### src/rtl/b64d_pkg.sv
`timescale 1ns / 1ps
`default_nettype none
// ----------------------------------------------------------------------------
// b64d_pkg
// Shared types and the character classifier for the base64 stream decoder.
// ----------------------------------------------------------------------------
package b64d_pkg;

  // ascii codes that bound the alphabet ranges
  localparam logic [7:0] CharUpperA = 8'd65;
  localparam logic [7:0] CharUpperZ = 8'd90;
  localparam logic [7:0] CharLowerA = 8'd97;
  localparam logic [7:0] CharLowerZ = 8'd122;
  localparam logic [7:0] CharDigit0 = 8'd48;
  localparam logic [7:0] CharDigit9 = 8'd57;
  localparam logic [7:0] CharPlus   = 8'd43;
  localparam logic [7:0] CharSlash  = 8'd47;

  // sextet values of the range starts and the two symbols
  localparam logic [5:0] SxtLowerBase = 6'd26;
  localparam logic [5:0] SxtDigitBase = 6'd52;
  localparam logic [5:0] SxtPlus      = 6'd62;
  localparam logic [5:0] SxtSlash     = 6'd63;

  // bytes carried by one group, most significant byte first
  localparam int unsigned GrpBytes = 3;

  // classified character: hit flag and six-bit value
  typedef struct packed {
    logic       hit;
    logic [5:0] value;
  } sextet_t;

  // one group of decoded bytes handed from front to back
  typedef struct packed {
    logic [8*GrpBytes-1:0] bytes;
    logic [1:0]            nbytes;
    logic                  last;
  } group_t;

  // map an ascii character to its sextet, hit low for skipped characters
  function automatic sextet_t sextet_of(input logic [7:0] c);
    sextet_t    s;
    logic [7:0] diff;
    s    = '0;
    diff = '0;
    if (c >= CharUpperA && c <= CharUpperZ) begin
      diff    = c - CharUpperA;
      s.hit   = 1'b1;
      s.value = diff[5:0];
    end else if (c >= CharLowerA && c <= CharLowerZ) begin
      diff    = c - CharLowerA;
      s.hit   = 1'b1;
      s.value = diff[5:0] + SxtLowerBase;
    end else if (c >= CharDigit0 && c <= CharDigit9) begin
      diff    = c - CharDigit0;
      s.hit   = 1'b1;
      s.value = diff[5:0] + SxtDigitBase;
    end else if (c == CharPlus) begin
      s.hit   = 1'b1;
      s.value = SxtPlus;
    end else if (c == CharSlash) begin
      s.hit   = 1'b1;
      s.value = SxtSlash;
    end
    return s;
  endfunction

endpackage
`default_nettype wire

### src/rtl/b64d_if.sv
`timescale 1ns / 1ps
`default_nettype none
// ----------------------------------------------------------------------------
// b64d channel interfaces
// Valid/ready channels for text characters in and decoded bytes out.
// ----------------------------------------------------------------------------
interface b64d_char_if;
  logic       valid;
  logic       ready;
  logic [7:0] char_in;
  logic       end_of_text;

  modport source (output valid, output char_in, output end_of_text, input ready);
  modport sink   (input valid, input char_in, input end_of_text, output ready);
endinterface

interface b64d_byte_if;
  logic       valid;
  logic       ready;
  logic [7:0] data_byte;
  logic       byte_valid;
  logic       last;

  modport source (output valid, output data_byte, output byte_valid, output last,
                  input ready);
  modport sink   (input valid, input data_byte, input byte_valid, input last,
                  output ready);
endinterface
`default_nettype wire

### src/rtl/b64d_front.sv
`timescale 1ns / 1ps
`default_nettype none
// ----------------------------------------------------------------------------
// b64d_front
// Accepts characters, classifies them and packs sextets into byte groups.
// ----------------------------------------------------------------------------
module b64d_front (
  input  wire                    clk_i,
  input  wire                    rst_ni,
  input  wire                    char_valid_i,
  output logic                   char_ready_o,
  input  wire  [7:0]             char_in_i,
  input  wire                    end_of_text_i,
  output logic                   grp_valid_o,
  input  wire                    grp_ready_i,
  output b64d_pkg::group_t       grp_o
);

  logic [17:0]         buf_q, buf_d, buf_upd;
  logic [1:0]          cnt_q, cnt_d, cnt_upd;
  b64d_pkg::sextet_t   sx;
  logic                fire;
  logic                complete;

  assign char_ready_o = grp_ready_i;
  assign fire         = char_valid_i && grp_ready_i;
  assign sx           = b64d_pkg::sextet_of(char_in_i);
  assign complete     = sx.hit && (cnt_q == 2'd3);

  // shift a new sextet into the pending buffer
  always_comb begin
    buf_upd = buf_q;
    cnt_upd = cnt_q;
    if (sx.hit && !complete) begin
      buf_upd = {buf_q[11:0], sx.value};
      cnt_upd = cnt_q + 2'd1;
    end
  end

  // group formed by this character
  always_comb begin
    grp_o = '0;
    if (complete) begin
      grp_o.bytes  = {buf_q, sx.value};
      grp_o.nbytes = 2'd3;
      grp_o.last   = end_of_text_i;
    end else begin
      grp_o.last = 1'b1;
      case (cnt_upd)
        2'd2: begin
          grp_o.bytes  = {buf_upd[11:4], 16'h0000};
          grp_o.nbytes = 2'd1;
        end
        2'd3: begin
          grp_o.bytes  = {buf_upd[17:2], 8'h00};
          grp_o.nbytes = 2'd2;
        end
        default: begin
          grp_o.bytes  = '0;
          grp_o.nbytes = 2'd0;
        end
      endcase
    end
  end

  assign grp_valid_o = char_valid_i && (complete || end_of_text_i);

  // pending state, cleared after each full group and at end of text
  always_comb begin
    buf_d = buf_q;
    cnt_d = cnt_q;
    if (fire) begin
      if (complete || end_of_text_i) begin
        buf_d = '0;
        cnt_d = '0;
      end else begin
        buf_d = buf_upd;
        cnt_d = cnt_upd;
      end
    end
  end

  always_ff @(posedge clk_i or negedge rst_ni) begin
    if (!rst_ni) begin
      buf_q <= '0;
      cnt_q <= '0;
    end else begin
      buf_q <= buf_d;
      cnt_q <= cnt_d;
    end
  end

endmodule
`default_nettype wire

### src/rtl/b64d_queue.sv
`timescale 1ns / 1ps
`default_nettype none
// ----------------------------------------------------------------------------
// b64d_queue
// Two-entry group queue that decouples the front from the back.
// ----------------------------------------------------------------------------
module b64d_queue (
  input  wire                    clk_i,
  input  wire                    rst_ni,
  input  wire                    push_valid_i,
  output logic                   push_ready_o,
  input  wire b64d_pkg::group_t  push_grp_i,
  output logic                   pop_valid_o,
  input  wire                    pop_ready_i,
  output b64d_pkg::group_t       pop_grp_o,
  output logic [1:0]             count_o
);

  b64d_pkg::group_t  slot_q [2];
  logic              wr_ptr_q, wr_ptr_d;
  logic              rd_ptr_q, rd_ptr_d;
  logic [1:0]        cnt_q, cnt_d;
  logic              push, pop;

  assign push_ready_o = (cnt_q != 2'd2);
  assign pop_valid_o  = (cnt_q != 2'd0);
  assign pop_grp_o    = slot_q[rd_ptr_q];
  assign count_o      = cnt_q;
  assign push         = push_valid_i && push_ready_o;
  assign pop          = pop_valid_o && pop_ready_i;

  // pointer and fill count update
  always_comb begin
    wr_ptr_d = push ? ~wr_ptr_q : wr_ptr_q;
    rd_ptr_d = pop  ? ~rd_ptr_q : rd_ptr_q;
    cnt_d    = cnt_q;
    if (push && !pop) begin
      cnt_d = cnt_q + 2'd1;
    end else if (pop && !push) begin
      cnt_d = cnt_q - 2'd1;
    end
  end

  always_ff @(posedge clk_i or negedge rst_ni) begin
    if (!rst_ni) begin
      wr_ptr_q <= 1'b0;
      rd_ptr_q <= 1'b0;
      cnt_q    <= '0;
    end else begin
      wr_ptr_q <= wr_ptr_d;
      rd_ptr_q <= rd_ptr_d;
      cnt_q    <= cnt_d;
    end
  end

  // storage slots
  always_ff @(posedge clk_i) begin
    if (push) begin
      slot_q[wr_ptr_q] <= push_grp_i;
    end
  end

endmodule
`default_nettype wire

### src/rtl/b64d_back.sv
`timescale 1ns / 1ps
`default_nettype none
// ----------------------------------------------------------------------------
// b64d_back
// Takes groups from the queue; one beat per byte, one empty beat if none.
// ----------------------------------------------------------------------------
module b64d_back (
  input  wire                    clk_i,
  input  wire                    rst_ni,
  input  wire                    grp_valid_i,
  output logic                   grp_ready_o,
  input  wire b64d_pkg::group_t  grp_i,
  output logic                   out_valid_o,
  input  wire                    out_ready_i,
  output logic [7:0]             data_byte_o,
  output logic                   byte_valid_o,
  output logic                   last_o
);

  b64d_pkg::group_t  grp_q, grp_d;
  logic              busy_q, busy_d;
  logic [1:0]        idx_q, idx_d;
  logic [1:0]        final_idx;
  logic              fire, done_beat, load;

  assign final_idx = (grp_q.nbytes == 2'd0) ? 2'd0 : grp_q.nbytes - 2'd1;
  assign fire      = busy_q && out_ready_i;
  assign done_beat = fire && (idx_q == final_idx);
  assign load      = grp_valid_i && (!busy_q || done_beat);
  assign grp_ready_o = !busy_q || done_beat;

  // working group and byte index
  always_comb begin
    grp_d  = grp_q;
    busy_d = busy_q;
    idx_d  = idx_q;
    if (load) begin
      grp_d  = grp_i;
      busy_d = 1'b1;
      idx_d  = '0;
    end else if (done_beat) begin
      busy_d = 1'b0;
    end else if (fire) begin
      idx_d = idx_q + 2'd1;
    end
  end

  always_ff @(posedge clk_i or negedge rst_ni) begin
    if (!rst_ni) begin
      busy_q <= 1'b0;
      idx_q  <= '0;
    end else begin
      busy_q <= busy_d;
      idx_q  <= idx_d;
    end
  end

  always_ff @(posedge clk_i) begin
    grp_q <= grp_d;
  end

  // byte select, most significant first
  always_comb begin
    case (idx_q)
      2'd0:    data_byte_o = grp_q.bytes[23:16];
      2'd1:    data_byte_o = grp_q.bytes[15:8];
      default: data_byte_o = grp_q.bytes[7:0];
    endcase
  end

  assign out_valid_o  = busy_q;
  assign byte_valid_o = (grp_q.nbytes != 2'd0);
  assign last_o       = grp_q.last && (idx_q == final_idx);

endmodule
`default_nettype wire

### src/rtl/base64_stream_decoder_top.sv
`timescale 1ns / 1ps
`default_nettype none
// ----------------------------------------------------------------------------
// base64_stream_decoder_top
// Streaming base64 decoder: characters in, decoded bytes out.
//
//   channel   dir  beat payload
//   text_i    in   char_in[7:0], end_of_text
//   bytes_o   out  data_byte[7:0], byte_valid, last
//
// Takes one character per cycle if the queue has room; every fourth alphabet
// character yields a group of three output beats, so the byte side never needs
// more than one beat per character and keeps pace with an unstalled receiver.
// A two-entry group queue sits between the classifier and the byte sender,
// so the text side keeps flowing while bytes wait downstream, until both
// slots are full.
// Reset is asynchronous and clears all control and pending sextets.
// ----------------------------------------------------------------------------
module base64_stream_decoder_top (
  input  wire          clk_i,
  input  wire          rst_ni,
  b64d_char_if.sink    text_i,
  b64d_byte_if.source  bytes_o
);

  logic              f_valid, f_ready;
  b64d_pkg::group_t  f_grp;
  logic              b_valid, b_ready;
  b64d_pkg::group_t  b_grp;
  logic [1:0]        q_count;

  // classify and pack
  b64d_front u_front (
    .clk_i         (clk_i),
    .rst_ni        (rst_ni),
    .char_valid_i  (text_i.valid),
    .char_ready_o  (text_i.ready),
    .char_in_i     (text_i.char_in),
    .end_of_text_i (text_i.end_of_text),
    .grp_valid_o   (f_valid),
    .grp_ready_i   (f_ready),
    .grp_o         (f_grp)
  );

  // group queue
  b64d_queue u_queue (
    .clk_i        (clk_i),
    .rst_ni       (rst_ni),
    .push_valid_i (f_valid),
    .push_ready_o (f_ready),
    .push_grp_i   (f_grp),
    .pop_valid_o  (b_valid),
    .pop_ready_i  (b_ready),
    .pop_grp_o    (b_grp),
    .count_o      (q_count)
  );

  // byte sender
  b64d_back u_back (
    .clk_i        (clk_i),
    .rst_ni       (rst_ni),
    .grp_valid_i  (b_valid),
    .grp_ready_o  (b_ready),
    .grp_i        (b_grp),
    .out_valid_o  (bytes_o.valid),
    .out_ready_i  (bytes_o.ready),
    .data_byte_o  (bytes_o.data_byte),
    .byte_valid_o (bytes_o.byte_valid),
    .last_o       (bytes_o.last)
  );

`ifndef SYNTHESIS
  // a beat without a byte only closes a text
  assert property (@(posedge clk_i) disable iff (!rst_ni)
    bytes_o.valid && !bytes_o.byte_valid |-> bytes_o.last)
    else $error("empty beat without last");

  // queue fill never exceeds its two slots
  assert property (@(posedge clk_i) disable iff (!rst_ni)
    q_count != 2'd3)
    else $error("group queue overflow");

  // an accepted end of text always lands a group in the queue
  assert property (@(posedge clk_i) disable iff (!rst_ni)
    text_i.valid && text_i.ready && text_i.end_of_text |-> f_valid && f_ready)
    else $error("end of text lost");
`endif

endmodule
`default_nettype wire

### src/flat_wrapper.sv
// flat-port wrapper written by rule: the top's interface ports become plain ports
module base64_stream_decoder_top_flat 
  (clk_i, rst_ni, text_i_valid, text_i_char_in, text_i_end_of_text, text_i_ready, bytes_o_valid, bytes_o_data_byte, bytes_o_byte_valid, bytes_o_last, bytes_o_ready);
  b64d_char_if text_i_i ();
  b64d_byte_if bytes_o_i ();
  input  wire clk_i;
  input  wire rst_ni;
  input wire logic [$bits(text_i_i.valid)-1:0] text_i_valid;
  input wire logic [$bits(text_i_i.char_in)-1:0] text_i_char_in;
  input wire logic [$bits(text_i_i.end_of_text)-1:0] text_i_end_of_text;
  output wire logic [$bits(text_i_i.ready)-1:0] text_i_ready;
  output wire logic [$bits(bytes_o_i.valid)-1:0] bytes_o_valid;
  output wire logic [$bits(bytes_o_i.data_byte)-1:0] bytes_o_data_byte;
  output wire logic [$bits(bytes_o_i.byte_valid)-1:0] bytes_o_byte_valid;
  output wire logic [$bits(bytes_o_i.last)-1:0] bytes_o_last;
  input wire logic [$bits(bytes_o_i.ready)-1:0] bytes_o_ready;
  assign text_i_i.valid = text_i_valid;
  assign text_i_i.char_in = text_i_char_in;
  assign text_i_i.end_of_text = text_i_end_of_text;
  assign text_i_ready = text_i_i.ready;
  assign bytes_o_valid = bytes_o_i.valid;
  assign bytes_o_data_byte = bytes_o_i.data_byte;
  assign bytes_o_byte_valid = bytes_o_i.byte_valid;
  assign bytes_o_last = bytes_o_i.last;
  assign bytes_o_i.ready = bytes_o_ready;
  base64_stream_decoder_top u_core (.clk_i(clk_i), .rst_ni(rst_ni), .text_i(text_i_i), .bytes_o(bytes_o_i));
endmodule
### config.mk
export PLATFORM = sky130hd
export DESIGN_NAME = base64_stream_decoder_top_flat
export DESIGN_NICKNAME = d
export VERILOG_FILES = /design/src/rtl/b64d_pkg.sv /design/src/rtl/b64d_if.sv /design/src/rtl/b64d_front.sv /design/src/rtl/b64d_queue.sv /design/src/rtl/b64d_back.sv /design/src/rtl/base64_stream_decoder_top.sv /design/src/flat_wrapper.sv
export SDC_FILE = /design/constraint.sdc
export NUM_CORES = 1
export LEC_CHECK = 0
export BUFFER_PORTS_ARGS = -buffer_cell sky130_fd_sc_hd__buf_2
export CAP_MARGIN = 15
export CORE_UTILIZATION = 40
export CTS_CLUSTER_SIZE = 40
export DETAILED_ROUTE_END_ITERATION = 10
export PLACE_DENSITY = 0.63
export SETUP_SLACK_MARGIN = 0.4
export SLEW_MARGIN = 20
export SYNTH_ARGS = -nofsm -noshare
export SYNTH_HDL_FRONTEND = slang
export SYNTH_SLANG_ARGS = --single-unit
### constraint.sdc
create_clock -name clk_i -period 4.6 [get_ports clk_i]
set_clock_uncertainty 0.15 [all_clocks]
set_input_delay 0.46 -clock clk_i [delete_from_list [all_inputs] [get_ports clk_i]]
set_output_delay 0.46 -clock clk_i [all_outputs]
set_load 0.01 [all_outputs]
==> impl_results.md, run 1 <==
* Multi-input gate area at 1840 µm²
* Post-Synth Simple-Gate Area at 10.9%
* Reg2reg setup slack at 2020 ps
* Io pins at 25
* CP required at 4720 ps
* Top FF cell, synth: edfxtp_1
* Critical Path Stages at 14
* H-tree depth at 3
* Buffers plus inverters on the worst setup path at 4
* Outcome: complete, but fails checks
* Worst path cell trace: buf_2, inv_1, ha_1, o21ai_0, nor2_1, o21ai_1, a21oi_1, buf_4, o21ai_1, inv_1, ha_1, xor2_1, nor2_1, xor2_1
* Vias in the first global route at 3029
* TritonCTS buffer count at 9
* Port bufs at 24
* Main combinational cell family by area after synthesis: compound AO/OA/AOI/OAI gates
* Post-layout min period at 2790 ps
* Maximum resistive drop on vdd at 187 µV
* Antenna fix cells at 0
* Starting density of the core at 41.6%
* Synth top area share at 47.8%
* Post-CTS Setup Bufs at 0
* Fmax at 358 MHz
* Crit-path leading delay family: compound AO/OA/AOI/OAI gates
* First-pass GRT wire length at 15600 µm
* RSZ-0062 raised after global routing: no
* Vias per cell at 5.34
* Most instantiated cells after synthesis: edfxtp_1, nand2_1, dfrtp_1, mux2_2, nor2_1
* Setup crit start kind: input pin
* # DRC at 0
* Routed Antenna Nets at 0
* Final Hold Violating Endpoints at 18
* Adder-cell share of the synthesized area at 2.95%
* Chip width at 115 µm
* Most numerous cell in the Yosys netlist: edfxtp_1
* DR pass1 iterations at 4
* Worst setup EP type: register
* Worst r2r src: u_core.u_front.cnt_q[0]$_DFFE_PN0P_
* Row count at 40
* Number of library cell types mapped by synthesis at 55
* Area grow syn2layout at 11.3%
* Cts repair resizes at 0
* Fillers at 1107
* Synth Area in Compound Gates at 14.4%
* Cts hold-fix bufs at 0
* Core Util, Final at 46.3%
* Type of the most critical hold path: in2async
* Worst slew pin tran at 805 ps
* EDFF count, synth at 81
* Reg-to-Reg End: u_core.u_queue.slot_q[0][25]$_DFFE_PP_
* CTS tree: yes
* Dpl ws at 1440 ps
* Via count at 3130
* CTS root buffer: clkbuf_16
* Worst Path Class, Setup: in2reg
* Final period utilization at 60.8%
* Area contributors post-synth: edfxtp_1, dfrtp_1, mux2_2
* Area of the core at 12200 µm²
* DP HPWL at 6640 µm
* Final setup TNS at 0 ps
* Post-synthesis mux area share at 6.18%
* Setup WS post-layout at 1810 ps
* GPL Wtd Cong at 0.849
* Pin count of the biggest net entering global routing at 32
* Dpl cells at 570
* Pwr per Cell Area at 506 nW/µm²
* Non-Filler Instances at 586
* Clock buffer depth at 2
* CP max stage cell: o21ai_1
* Cell accounting for the most synthesized area: edfxtp_1
* Crit path max fanout at 13
* Syn Inst Count at 387
* Slew margin rel. at 46.3%
* Ys Warns at 0
* Pwr Total at 2.86 mW
* Max Cap Viol at 0
* WHS at -13.7 ps
* Max incr delay on CP at 330 ps
* Mapped cell area at 5080 µm²
* Die area at 13200 µm²
* WL/cell at 16.1 µm
* Final #Nets at 438
* Antenna violations before repair at 0
* Worst-case reg-to-reg path depth at 7
* Leak at 2.08 nW
* CP arrival at 2910 ps
* Final setup fails at 0
* Syn_area_per_cell at 13.1 µm²
* Grt ovf at 0
* Sequential cell area at 3110 µm²
* Final Max Tran Viols at 0
* Seq cells post-synth at 108
* Ratio of cells with drive above 1 in the final layout at 21.3%
* Tot GR Track Use at 15.5%
* Skew-Pair Late Insertion Delay at 340 ps
* Clock-pin slew on the worst setup and hold paths at 70 ps
* Starting DRC count in detailed routing at 278
* XOR/XNOR share of the synthesized area at 1.72%
* Routed WL at 9440 µm
* Clk sinks at 108
* Syn_nets at 412
* Failing checks: negative hold slack
* Sequential share of the synthesized area at 61.1%
* Asr flop ratio synth at 25.0%
* Die H at 115 µm
==> flip-flops by register name (all words and copies together) (netlist names) <==
register and cells:
u_core.u_back.out_valid_o 1, u_core.u_front.buf_q 18, u_core.u_front.cnt_q 2, u_core.u_queue.count_o 2, u_core.u_queue.slot_q 54, u_core.u_queue.rd_ptr_q 1
u_core.u_back.idx_q 2, u_core.u_queue.wr_ptr_q 1, u_core.u_back.grp_q 27
==> layout by cell type, fill, tap and decap left out, types with 6 or more instances in the layout <==
cell / count
or3_1: 12
o21ai_0: 9
nand2_1: 33
nor2_1: 23
nand3_1: 7
buf_2: 24
dfrtp_1: 27
edfxtp_1: 81
and2_1: 7
clkbuf_16: 9
mux2_2: 27
a21oi_1: 18
a32o_1: 6
ha_1: 12
inv_1: 15
a22oi_1: 8
a22o_1: 22
==> kinds of logic (layout without fill, tap and decap cells) <==
kind of cell / Yosys count / after routing
AND/OR/NAND/NOR: 105 / 105
multiplexers: 28 / 28
flip-flops: 108 / 108
buffers and inverters: 29 / 60
XOR/XNOR: 10 / 10
AO/OA/AOI/OAI: 95 / 95
adder cells (fa/ha/maj): 12 / 12
==> routing by layer <==
metal	global-route usage, %	up-vias	share of wire (%)
li1	-	1516	-
met1	21.2	1551	47
met2	25.2	59	49
met3	2.21	4	2.9
met4	5.89	0	0.63
met5	0	-	0
==> power by group <==
| part | switching (mW) | total, mW | internal (mW) |
|---|---|---|---|
| registers | 0.0810 | 1.36 | 1.28 |
| logic | 0.464 | 0.788 | 0.324 |
| clock network | 0.340 | 0.715 | 0.375 |
| total | 0.885 | 2.86 | 1.98 |
==> through the flow <==
stage / instance area [µm²] / hold WS [ps]
2_1_floorplan: 5080 / 14.4
3_3_place_gp: 5380 / 354
3_5_place_dp: 5380 / 358
4_1_cts: 5660 / 12.4
5_1_grt: 5660 / 45.5
6_report: 5660 / -13.7
==> final cells by class <==
| class | count | share of cell area (%) |
|---|---|---|
| well taps | 168 | 3.71 |
| multi-input cells | 250 | 32.6 |
| repair buffers | 29 | 2.79 |
| clock buffers | 9 | 3.98 |
| inverters | 15 | 0.995 |
| flip-flops and latches | 108 | 54.9 |
| clock inverters | 7 | 1.02 |
==> worst max path at each step <==
stage,from,end,slack (ps)
3_3_place_gp,text_i_char_in[0],u_core.u_queue.slot_q[0][19]$_DFFE_PP_,1440
3_5_place_dp,text_i_char_in[2],u_core.u_queue.count_o[1]$_DFFE_PN0P_,1440
2_1_floorplan,text_i_char_in[2],u_core.u_queue.slot_q[0][0]$_DFFE_PP_,990
6_report,text_i_char_in[2],u_core.u_queue.count_o[1]$_DFFE_PN0P_,1810
5_1_grt,text_i_char_in[2],u_core.u_queue.count_o[1]$_DFFE_PN0P_,1550
4_1_cts,text_i_char_in[2],u_core.u_queue.count_o[1]$_DFFE_PN0P_,1810
Power figures use the tool's default switching activity.
==> inputs of run 2 (changes only) <==
==> constraint.sdc (replaced) <==
create_clock -name clk_i -period 2.6 [get_ports clk_i]
set_clock_uncertainty 0.15 [all_clocks]
set_input_delay 0.26 -clock clk_i [delete_from_list [all_inputs] [get_ports clk_i]]
set_output_delay 0.26 -clock clk_i [all_outputs]
set_load 0.01 [all_outputs]
==> run 2 against run 1 <==
- the flow now finishes without violations
- worst setup slack got worse by 1400 ps
- non-clock buffer count increased by 29
- die area unchanged
- global-route usage increased by 2.2 points
- first-iteration DRC count decreased by 16%
- cell count increased by 5.1%
- critical path depth decreased by 5
- critical endpoint is now u_core.u_queue.slot_q[0][11]$_DFFE_PP_
- cell area increased by 7.7%
==> impl_results.md, run 2 (synthesized netlist as in run 1, its figures left out) <==
* Outcome: complete, no violations
* Antenna fix cells at 0
* Crit path max fanout at 3
* CP arrival at 2080 ps
* GRT busiest layer: met2
* Port bufs at 24
* WHS at 82.6 ps
* Final Cell Area at 6100 µm²
* Worst setup EP type: register
* DP HPWL at 7230 µm
* Maximum resistive drop on vdd at 375 µV
* Most frequent cells in the layout: edfxtp_1, nand2_1, buf_4
* Dpl ws at -2.21 ps
* Chip width at 115 µm
* Ratio of cells with drive above 1 in the final layout at 31.0%
* Pin count of the biggest net entering global routing at 31
* Worst Path Class, Setup: in2reg
* Via count at 3324
* CTS tree: yes
* Fillers at 1098
* Non-Filler Instances at 616
* Row count at 40
* Antenna violations before repair at 0
* Final Max Tran Viols at 0
* Skew-Pair Late Insertion Delay at 350 ps
* Largest registers: u_core.u_queue.slot_q (54), u_core.u_back.grp_q (27), u_core.u_front.buf_q (18)
* Vias per cell at 5.40
* WL/cell at 17.8 µm
* Starting DRC count in detailed routing at 234
* Slew margin rel. at 55.6%
* Core Util, Final at 49.9%
* Max Cap Viol at 0
* Worst slew pin tran at 666 ps
* Max reg flops at 54
* Setup crit start kind: input pin
* Clock buffer depth at 2
* Dpl cells at 589
* Clk sinks at 108
* Max incr delay on CP at 370 ps
* Setup WS post-layout at 437 ps
* Sequential cell area at 3110 µm²
* CP max stage cell: o22ai_1
* Final setup fails at 0
* First-pass GRT wire length at 17600 µm
* GPL Wtd Cong at 0.824
* Final period utilization at 83.2%
* GR Layer Usage met3 at 2.16%
* Starting density of the core at 41.6%
* Global routing usage on met2 at 29.1%
* Worst path cell trace: buf_2, inv_1, ha_2, nor4bb_4, nor4b_2, and2_1, a221o_1, o22ai_1, o2bb2ai_1
* # DRC at 0
* Final Hold Violating Endpoints at 0
* Die area at 13200 µm²
* Buffers plus inverters on the worst setup path at 2
* Final setup TNS at 0 ps
* CTS root buffer: clkbuf_16
* Area of the core at 12200 µm²
* Biggest register: u_core.u_queue.slot_q
* Area grow syn2layout at 19.9%
* Routed Antenna Nets at 0
* Clock-pin slew on the worst setup and hold paths at 70 ps
* Post-layout min period at 2160 ps
* Io pins at 25
* Die H at 115 µm
* Grt ovf at 0
* Multi-input gate area at 2040 µm²
* Final #Nets at 468
* H-tree depth at 3
* Area after DPL at 5620 µm²
* Pwr per Cell Area at 862 nW/µm²
* CP required at 2510 ps
* DR pass1 iterations at 5
* Commonest non-fill, non-tap cell in the layout: edfxtp_1
* Pwr Total at 5.25 mW
* Fmax at 462 MHz
* Type of the most critical hold path: in2reg
* Met1 usage at 23.8%
* TritonCTS buffer count at 9
* Routed WL at 11000 µm
* Leak at 2.24 nW
* Vias in the first global route at 3326
* Crit-path leading delay family: compound AO/OA/AOI/OAI gates
* Tot GR Track Use at 17.7%
* RSZ-0062 raised after global routing: yes
## run 2: final timing paths
path	from	end	slack [ps]	cells after the start
worst max-delay path	text_i_char_in[1]	u_core.u_queue.slot_q[0][11]$_DFFE_PP_	440	9
worst min-delay path	bytes_o_ready	u_core.u_back.out_valid_o$_DFFE_PN0P_	80	4
worst max register to register	u_core.u_front.cnt_q[1]$_DFFE_PN0P_	u_core.u_queue.slot_q[1][9]$_DFFE_PP_	480	7
worst min register to register	u_core.u_front.buf_q[13]$_DFFE_PN0P_	u_core.u_front.buf_q[13]$_DFFE_PN0P_	390	1
max in group asynchronous	rst_ni	u_core.u_front.buf_q[12]$_DFFE_PN0P_	1530	2
min in group asynchronous	rst_ni	u_core.u_queue.count_o[0]$_DFFE_PN0P_	330	2
## run 2: what timing repair did
action / CTS / global route
buffers inserted: 0 / 9
endpoints found under the setup margin: 44 / 126
hold buffers: 1 / 0
pin swaps: 0 / 7
hold endpoints to repair: 27 / 0
resized for setup: 6 / 18
gates cloned: 0 / 1
## run 2: layer usage
metal	up-vias	wire (µm)
li1	1574	-
met1	1641	4950
met2	89	5360
met3	20	399
met4	0	265
met5	-	0
## run 2: tightest hold or removal path: stages
cell and delay (ps):
buf_2 100, inv_1 60, o21ai_2 70, nand2_1 60
## run 2: cell type report
cell class | count | share of cell area (%)
Inverter | 15 | 1.05
Tap cell | 168 | 3.45
Multi-Input combinational cell | 251 | 33.4
Clock inverter | 5 | 0.472
Sequential cell | 108 | 51.0
Timing Repair Buffer | 58 | 6.81
Clock buffer | 11 | 3.82
## run 2: report_power, final
group	switching, mW	internal, mW	leakage, nW
Sequential	0.140	2.27	1.11
Clock	0.577	0.644	0.125
Combinational	0.936	0.693	1.00
